**config.mk**
```make
export PLATFORM = sky130hd
export DESIGN_NAME = fsgd_ctrl
export DESIGN_NICKNAME = d
export VERILOG_FILES = /design/src/design/floyd_steinberg_gray_dither_assert.svh /design/src/design/fsgd_pkg.sv /design/src/design/fsgd_ctrl.sv
export SDC_FILE = /design/constraint.sdc
export NUM_CORES = 1
export LEC_CHECK = 0
export ABC_CLOCK_PERIOD_IN_PS = 1900
export BUFFER_PORTS_ARGS = -buffer_cell sky130_fd_sc_hd__buf_4
export CORE_AREA = 2 2 39 41
export CTS_BUF_LIST = sky130_fd_sc_hd__clkbuf_4
export CTS_CLUSTER_SIZE = 10
export DETAILED_ROUTE_END_ITERATION = 8
export DIE_AREA = 0 0 41 43
export GPL_TIMING_DRIVEN = 1
export PLACE_DENSITY = 0.69
export SYNTH_ARGS = -nofsm -noshare
export SYNTH_HDL_FRONTEND = slang
export SYNTH_SLANG_ARGS = --single-unit
```
**constraint.sdc**
```tcl
create_clock -name clock -period 1.9 [get_ports clock]
set_input_delay 0.19 -clock clock [delete_from_list [all_inputs] [get_ports clock]]
set_output_delay 0.19 -clock clock [all_outputs]
set_load 0.03 [all_outputs]
```
**src/design/floyd_steinberg_gray_dither_assert.svh**
```systemverilog
// assertion helpers shared by the dither block
`ifndef FLOYD_STEINBERG_GRAY_DITHER_ASSERT_SVH
`define FLOYD_STEINBERG_GRAY_DITHER_ASSERT_SVH

// same-cycle implication
`define FSGD_ASSERT_IMPL(lbl, clk, rst, ante, cons) \
   lbl: assert property (@(posedge clk) disable iff (rst) (ante) |-> (cons)) \
      else $error("dither assertion failed");

// next-cycle implication
`define FSGD_ASSERT_NEXT(lbl, clk, rst, ante, cons) \
   lbl: assert property (@(posedge clk) disable iff (rst) (ante) |=> (cons)) \
      else $error("dither assertion failed");

`endif

```
**src/design/fsgd_pkg.sv**
```systemverilog
package fsgd_pkg;

   localparam int MAX_WIDTH_DEFAULT = 1024;
   localparam int PIX_BITS          = 8;
   localparam int FRAME_WIDTH_BITS  = 11;
   localparam int FRAME_HEIGHT_BITS = 16;
   localparam int LEVELS_BITS       = 9;
   localparam int CSR_INDEX_BITS    = 2;
   localparam int CSR_DATA_BITS     = 16;

   localparam logic [FRAME_WIDTH_BITS-1:0]  FRAME_WIDTH_RESET  = 11'd640;
   localparam logic [FRAME_HEIGHT_BITS-1:0] FRAME_HEIGHT_RESET = 16'd480;
   localparam logic [LEVELS_BITS-1:0]       LEVELS_RESET       = 9'd2;
   localparam logic [LEVELS_BITS-1:0]       LEVELS_MIN         = 9'd2;
   localparam logic [LEVELS_BITS-1:0]       LEVELS_MAX         = 9'd256;

   localparam logic [PIX_BITS-1:0] PIX_MAX = 8'd255;

   localparam logic ACTION_PIXEL = 1'b0;
   localparam logic ACTION_FLUSH = 1'b1;

   // diffusion weights
   localparam logic signed [11:0] W_RIGHT      = 12'sd7;
   localparam logic signed [11:0] W_BELOW      = 12'sd5;
   localparam logic signed [11:0] W_BELOW_LEFT = 12'sd3;

   typedef enum logic [CSR_INDEX_BITS-1:0] {
      CSR_FRAME_WIDTH  = 2'd0,
      CSR_FRAME_HEIGHT = 2'd1,
      CSR_LEVELS       = 2'd2
   } fsgd_csr_index_type;

   typedef enum logic [4:0] {
      S_IDLE,
      S_DECIDE,
      S_QLEVEL,
      S_DIV_LO_INIT,
      S_DIV_LO,
      S_DIV_HI_INIT,
      S_DIV_HI,
      S_QDONE,
      S_RMW_RD,
      S_RMW_WR,
      S_EMIT_CHK,
      S_EMIT_RD,
      S_EMIT_WR,
      S_STORE
   } fsgd_state_type;

   typedef struct packed {
      logic accept;
      logic rd_v;
      logic qlevel;
      logic div_lo_start;
      logic div_hi_start;
      logic div_step;
      logic qdone;
      logic rmw_rd;
      logic rmw_wr;
      logic emit_rd;
      logic emit_wr;
      logic store;
   } fsgd_cmd_type;

   typedef struct packed {
      logic is_flush;
      logic pend_zero;
      logic quant_ok;
      logic div_last;
      logic nb_last;
      logic emit_due;
      logic out_free;
   } fsgd_status_type;

endpackage

```
**src/design/fsgd_ctrl.sv**
```systemverilog
module fsgd_ctrl import fsgd_pkg::*; (
   input  logic            clock,
   input  logic            reset,
   input  logic            req_valid,
   output logic            req_ready,
   input  fsgd_status_type status,
   output fsgd_cmd_type    cmd
);

   fsgd_state_type state_ff, state_in;

   always_ff @(posedge clock) begin
      if (reset) begin
         state_ff <= S_IDLE;
      end else begin
         state_ff <= state_in;
      end
   end

   always_comb begin
      state_in = state_ff;
      case (state_ff)
         S_IDLE: begin
            if (req_valid) state_in = S_DECIDE;
         end
         S_DECIDE: begin
            if (status.is_flush) begin
               state_in = status.pend_zero ? S_IDLE : S_EMIT_RD;
            end else begin
               state_in = status.quant_ok ? S_QLEVEL : S_EMIT_CHK;
            end
         end
         S_QLEVEL:      state_in = S_DIV_LO_INIT;
         S_DIV_LO_INIT: state_in = S_DIV_LO;
         S_DIV_LO: begin
            if (status.div_last) state_in = S_DIV_HI_INIT;
         end
         S_DIV_HI_INIT: state_in = S_DIV_HI;
         S_DIV_HI: begin
            if (status.div_last) state_in = S_QDONE;
         end
         S_QDONE:  state_in = S_RMW_RD;
         S_RMW_RD: state_in = S_RMW_WR;
         S_RMW_WR: state_in = status.nb_last ? S_EMIT_CHK : S_RMW_RD;
         S_EMIT_CHK: state_in = status.emit_due ? S_EMIT_RD : S_STORE;
         S_EMIT_RD: begin
            if (status.out_free) state_in = S_EMIT_WR;
         end
         S_EMIT_WR: state_in = status.is_flush ? S_IDLE : S_STORE;
         S_STORE:   state_in = S_IDLE;
         default:   state_in = S_IDLE;
      endcase
   end

   always_comb begin
      cmd       = '0;
      req_ready = 1'b0;
      case (state_ff)
         S_IDLE: begin
            req_ready  = 1'b1;
            cmd.accept = req_valid;
         end
         S_DECIDE:      cmd.rd_v = !status.is_flush && status.quant_ok;
         S_QLEVEL:      cmd.qlevel = 1'b1;
         S_DIV_LO_INIT: cmd.div_lo_start = 1'b1;
         S_DIV_LO:      cmd.div_step = 1'b1;
         S_DIV_HI_INIT: cmd.div_hi_start = 1'b1;
         S_DIV_HI:      cmd.div_step = 1'b1;
         S_QDONE:       cmd.qdone = 1'b1;
         S_RMW_RD:      cmd.rmw_rd = 1'b1;
         S_RMW_WR:      cmd.rmw_wr = 1'b1;
         S_EMIT_RD:     cmd.emit_rd = status.out_free;
         S_EMIT_WR:     cmd.emit_wr = 1'b1;
         S_STORE:       cmd.store = 1'b1;
         default: begin
            cmd = '0;
         end
      endcase
   end

endmodule

```
==> Yosys cells after proc, flatten, opt, wreduce, memory -nomap -nowiden <==
Index checks and enable logic that the tools add are counted.
{ "word_totals": {"reg_bits": 5, "inputBits": 10, "output_inout_bits": 13, "wordCells": 47} }
{ "classes": {"eq_ne": 17, "mux": 24, "reduce_logical": 5} }
{ "op_table": {"columns": ["op", "n"], "rows": [
  ["5-bit case mux with 13 select lines", 1],
  ["5-bit by 4-bit equality test with 1-bit output (second input constant)", 6],
  ["5-bit by 3-bit equality test with 1-bit output (second input constant)", 4],
  ["5-bit two-way mux", 4],
  ["4-bit two-way mux", 4],
  ["1-bit two-way mux", 13],
  ["5-bit by 2-bit equality test with 1-bit output (second input constant)", 2],
  ["2-bit != test (second input constant)", 4],
  ["5-bit by 1-bit equality test with 1-bit output (second input constant)", 1],
  ["5-bit zero test", 1],
  ["4-bit AND reduction", 1],
  ["3-bit two-way mux", 1],
  ["2-bit two-way mux", 1],
  ["2-bit OR reduction", 1],
  ["1-bit logical AND", 1],
  ["1-bit zero test", 1]
]} }

==> Logic depth before layout (Yosys ltp) <==
{ "depth": {"depth_word": 3, "mapped_depth": 6, "ltp_nobuf": 4} }

==> Worst setup path before layout <==
No wires, ideal clock.
{ "synth_path": {"kind": "reg2out", "start": "register state_ff[0]", "end": "output port cmd[11] in the netlist's numbering", "t_arrival_ns": 2.063, "t_required_ns": 1.710, "path_slack_ns": -0.353, "path_stages_with_launch": 5, "path_buffers": 2, "cell_sequence": "dfxtp_1 > buf_2 > buf_2 > nor4_1 > and2_1"} }
{ "synth_rtl": {"columns": ["element", "line_no", "rtl"], "rows": [
  ["start: declaration", "fsgd_ctrl.sv:10", "fsgd_state_type state_ff, state_in;"],
  ["start signal: assignment", "fsgd_ctrl.sv:16", "state_ff <= state_in;"],
  ["end: declaration", "fsgd_ctrl.sv:7", "output fsgd_cmd_type cmd"]
]} }

==> flow_summary.yaml <==
layout:
  nFillCells: 145
  synthToLayoutAreaGrowth_pct: 43.7
  diodes: 0
  nets: 101
  register_area_um2: 80.1
  regMostFlops: "state_ff"
  final_cells: 105
  reg_top3: "state_ff: 4 flops"
  drive_gt1_share_pct: 33.7
  largest_reg_flops: 4
  multi_input_area_um2: 332
timing:
  drv_slew: 0
  period_share_pct: 92.6
  rsz0062_at_grt: "false"
  setup_tns_ns: 0
  worst_slew_pin_slew_ns: 0.564
  final_hold_viol_count: 0
  setup_slack_ns: 0.141
  setup_viol: 0
  max_freq_mhz: 568
  holdWs_ns: 0.141
  final.min_clock_period_ns: 1.76
  maxSlewHeadroom_pct: 62.4
  finalClockSkew_ns: 0.00156
detailed_routing:
  dr.pass1.iters: 4
  postRouteAntennaNets: 0
  drt_wl_total_um: 1280
  drt_iter0_markers: 16
  routedWlPerCell_um: 12.2
  viasPerCell: 5.55
  vias: 583
  drc: 0
floorplanning:
  die_x_um: 41
  dieArea_mm2: 0.00176
  rows: 14
  core_area_mm2: 0.00138
  ios: 23
  start_util_pct: 32.3
  die_h_um: 43
worst_setup_path:
  critical_path_class: "flop to output pin"
  worstPathRequired_ns: 1.71
  start_kind: "flop"
  critPathCaptureType: "output pin"
  cp.buffers_inverters: 1
  crit_chain: "nand2b_1, nor3_1, buf_4"
  cpPeakStageDelay_ns: 0.67
  cp.arrival_ns: 1.57
  crit_family: "flip-flops"
  crit_fanout: 19
  cp_slowest_cell: "dfxtp_1"
placed_design:
  pre_cts_ws_ns: 0.356
  dp_hpwl_um: 950
  gp_congestion: 0.768
  dp_cells: 102
  io_buffer_count: 22
pwr:
  power_w: 0.000638
  leakagePower_nw: 0.269
  ir_drop_mv: 0.518
  power.density_mw_per_mm2: 995
yosys:
  yosys.area_share.simple_pct: 51.0
  synthFlopType: "dfxtp_1"
  synth-xor-area-share_pct: 0
  syn_nets: 78
  synth_top_family_by_area: "simple AND/OR/NAND/NOR gates"
  synth_fa_ha_area_share_pct: 0
  synth_common_cells: "7 x a21oi_1, 7 x nor3_1, 6 x nor2_1"
  ys_types: 28
  synth-seq-area-share_pct: 17.9
  synth_area_per_cell_um2: 6.57
  synth_seq_cells: 4
  syn-cell-area_um2: 447
  synth-edff-count: 0
  synth_compound_area_share_pct: 21.8
  synth_area_leaders: "dfxtp_1 18%, a21oi_1 7.8%, nor3_1 7.8%"
  async_flop_share_pct: 0
  muxShareOfSynthArea_pct: 0
  syn_inst: 68
  yosysTopAreaCell: "dfxtp_1"
  synth_top_area_share_pct: 17.9
  ys_warn_count: 0
run:
  maxCapViolCount: 0
worst_hold_path:
  hold_class: "primary input to flop"
cts:
  cts_max_path_buffers: 2
  clkTransAtPathRegs_ns: 0.04
  clockRootBuffer: "clkbuf_4"
  cts_made_buffers: 3
  hold_buffers: 0
  cts_sinks: 4
  cts_tree: "built"
  h-tree-depth: 1
  cts_resized: 0
  clk_latency_ns: 0.25
  cts_setup_buffers: 0
grt:
  grt_pass1_wl_um: 1940
  grt_max_degree: 20
  grt_overflow_total: 0
  grt_usage_pct: 15.8
  grt_pass1_vias: 474
  antenna_found_initial: 0
run_status:
  status: "complete, no violations"
area by class of cell:
cell class / count / area share (%)
tap: 16 / 3.12
clock buffer: 3 / 3.51
sequential: 4 / 12.5
multi-input combinational: 56 / 51.7
timing repair buffer: 24 / 28.1
inverter: 2 / 1.17
worst paths after layout:
| path | cells past startpoint | startpoint | slack [ns] | to |
|---|---|---|---|---|
| setup / recovery | 3 | state_ff[3] | 0.14 | cmd[2] |
| hold reg to reg | 2 | state_ff[1] | 0.72 | state_ff[1] |
| setup reg to reg | 4 | state_ff[1] | 0.32 | state_ff[1] |
| hold / removal | 2 | reset | 0.14 | state_ff[3] |
where the power goes:
part | switching [W] | leakage (nW) | internal (W)
clock network | 0.0000420 | 0.0138 | 0.0000711
registers | 0.0000648 | 0.0328 | 0.000104
logic | 0.000200 | 0.222 | 0.000157
total | 0.000307 | 0.269 | 0.000331
logic make-up (layout without fill, tap and decap cells):
family                 Yosys count  count (layout)
AOI/OAI and AO/OA               17              17
DFF                              4               4
buffers and inverters            8              29
and+or+nand+nor                 39              39
metal layers:
metal	track usage, %	part of all wire [%]
met5	0	0
met4	7.33	1.6
met3	3.14	7.0
met2	25.3	49
met1	19.0	42
cells in the final DEF (no fill, tap or decap), types with 2 or more instances in the layout:
| cell | instances |
|---|---|
| a21oi_1 | 7 |
| buf_4 | 24 |
| clkbuf_4 | 3 |
| dfxtp_1 | 4 |
| inv_1 | 2 |
| nand2_1 | 4 |
| nand2b_1 | 5 |
| nand3b_1 | 3 |
| nor2_1 | 6 |
| nor3_1 | 7 |
| nor4_1 | 2 |
| o21ai_0 | 4 |
| o22ai_1 | 2 |
| or3_1 | 2 |
metrics by stage:
| stage | utilization (%) | cell area, um^2 |
|---|---|---|
| finish | 46.4 | 642 |
| global route | 46.4 | 642 |
| global placement | 44.8 | 619 |
| detailed placement | 44.8 | 619 |
| floorplan | - | 453 |
| CTS | 46.4 | 642 |
No activity file was read; power rests on OpenSTA's default activity.
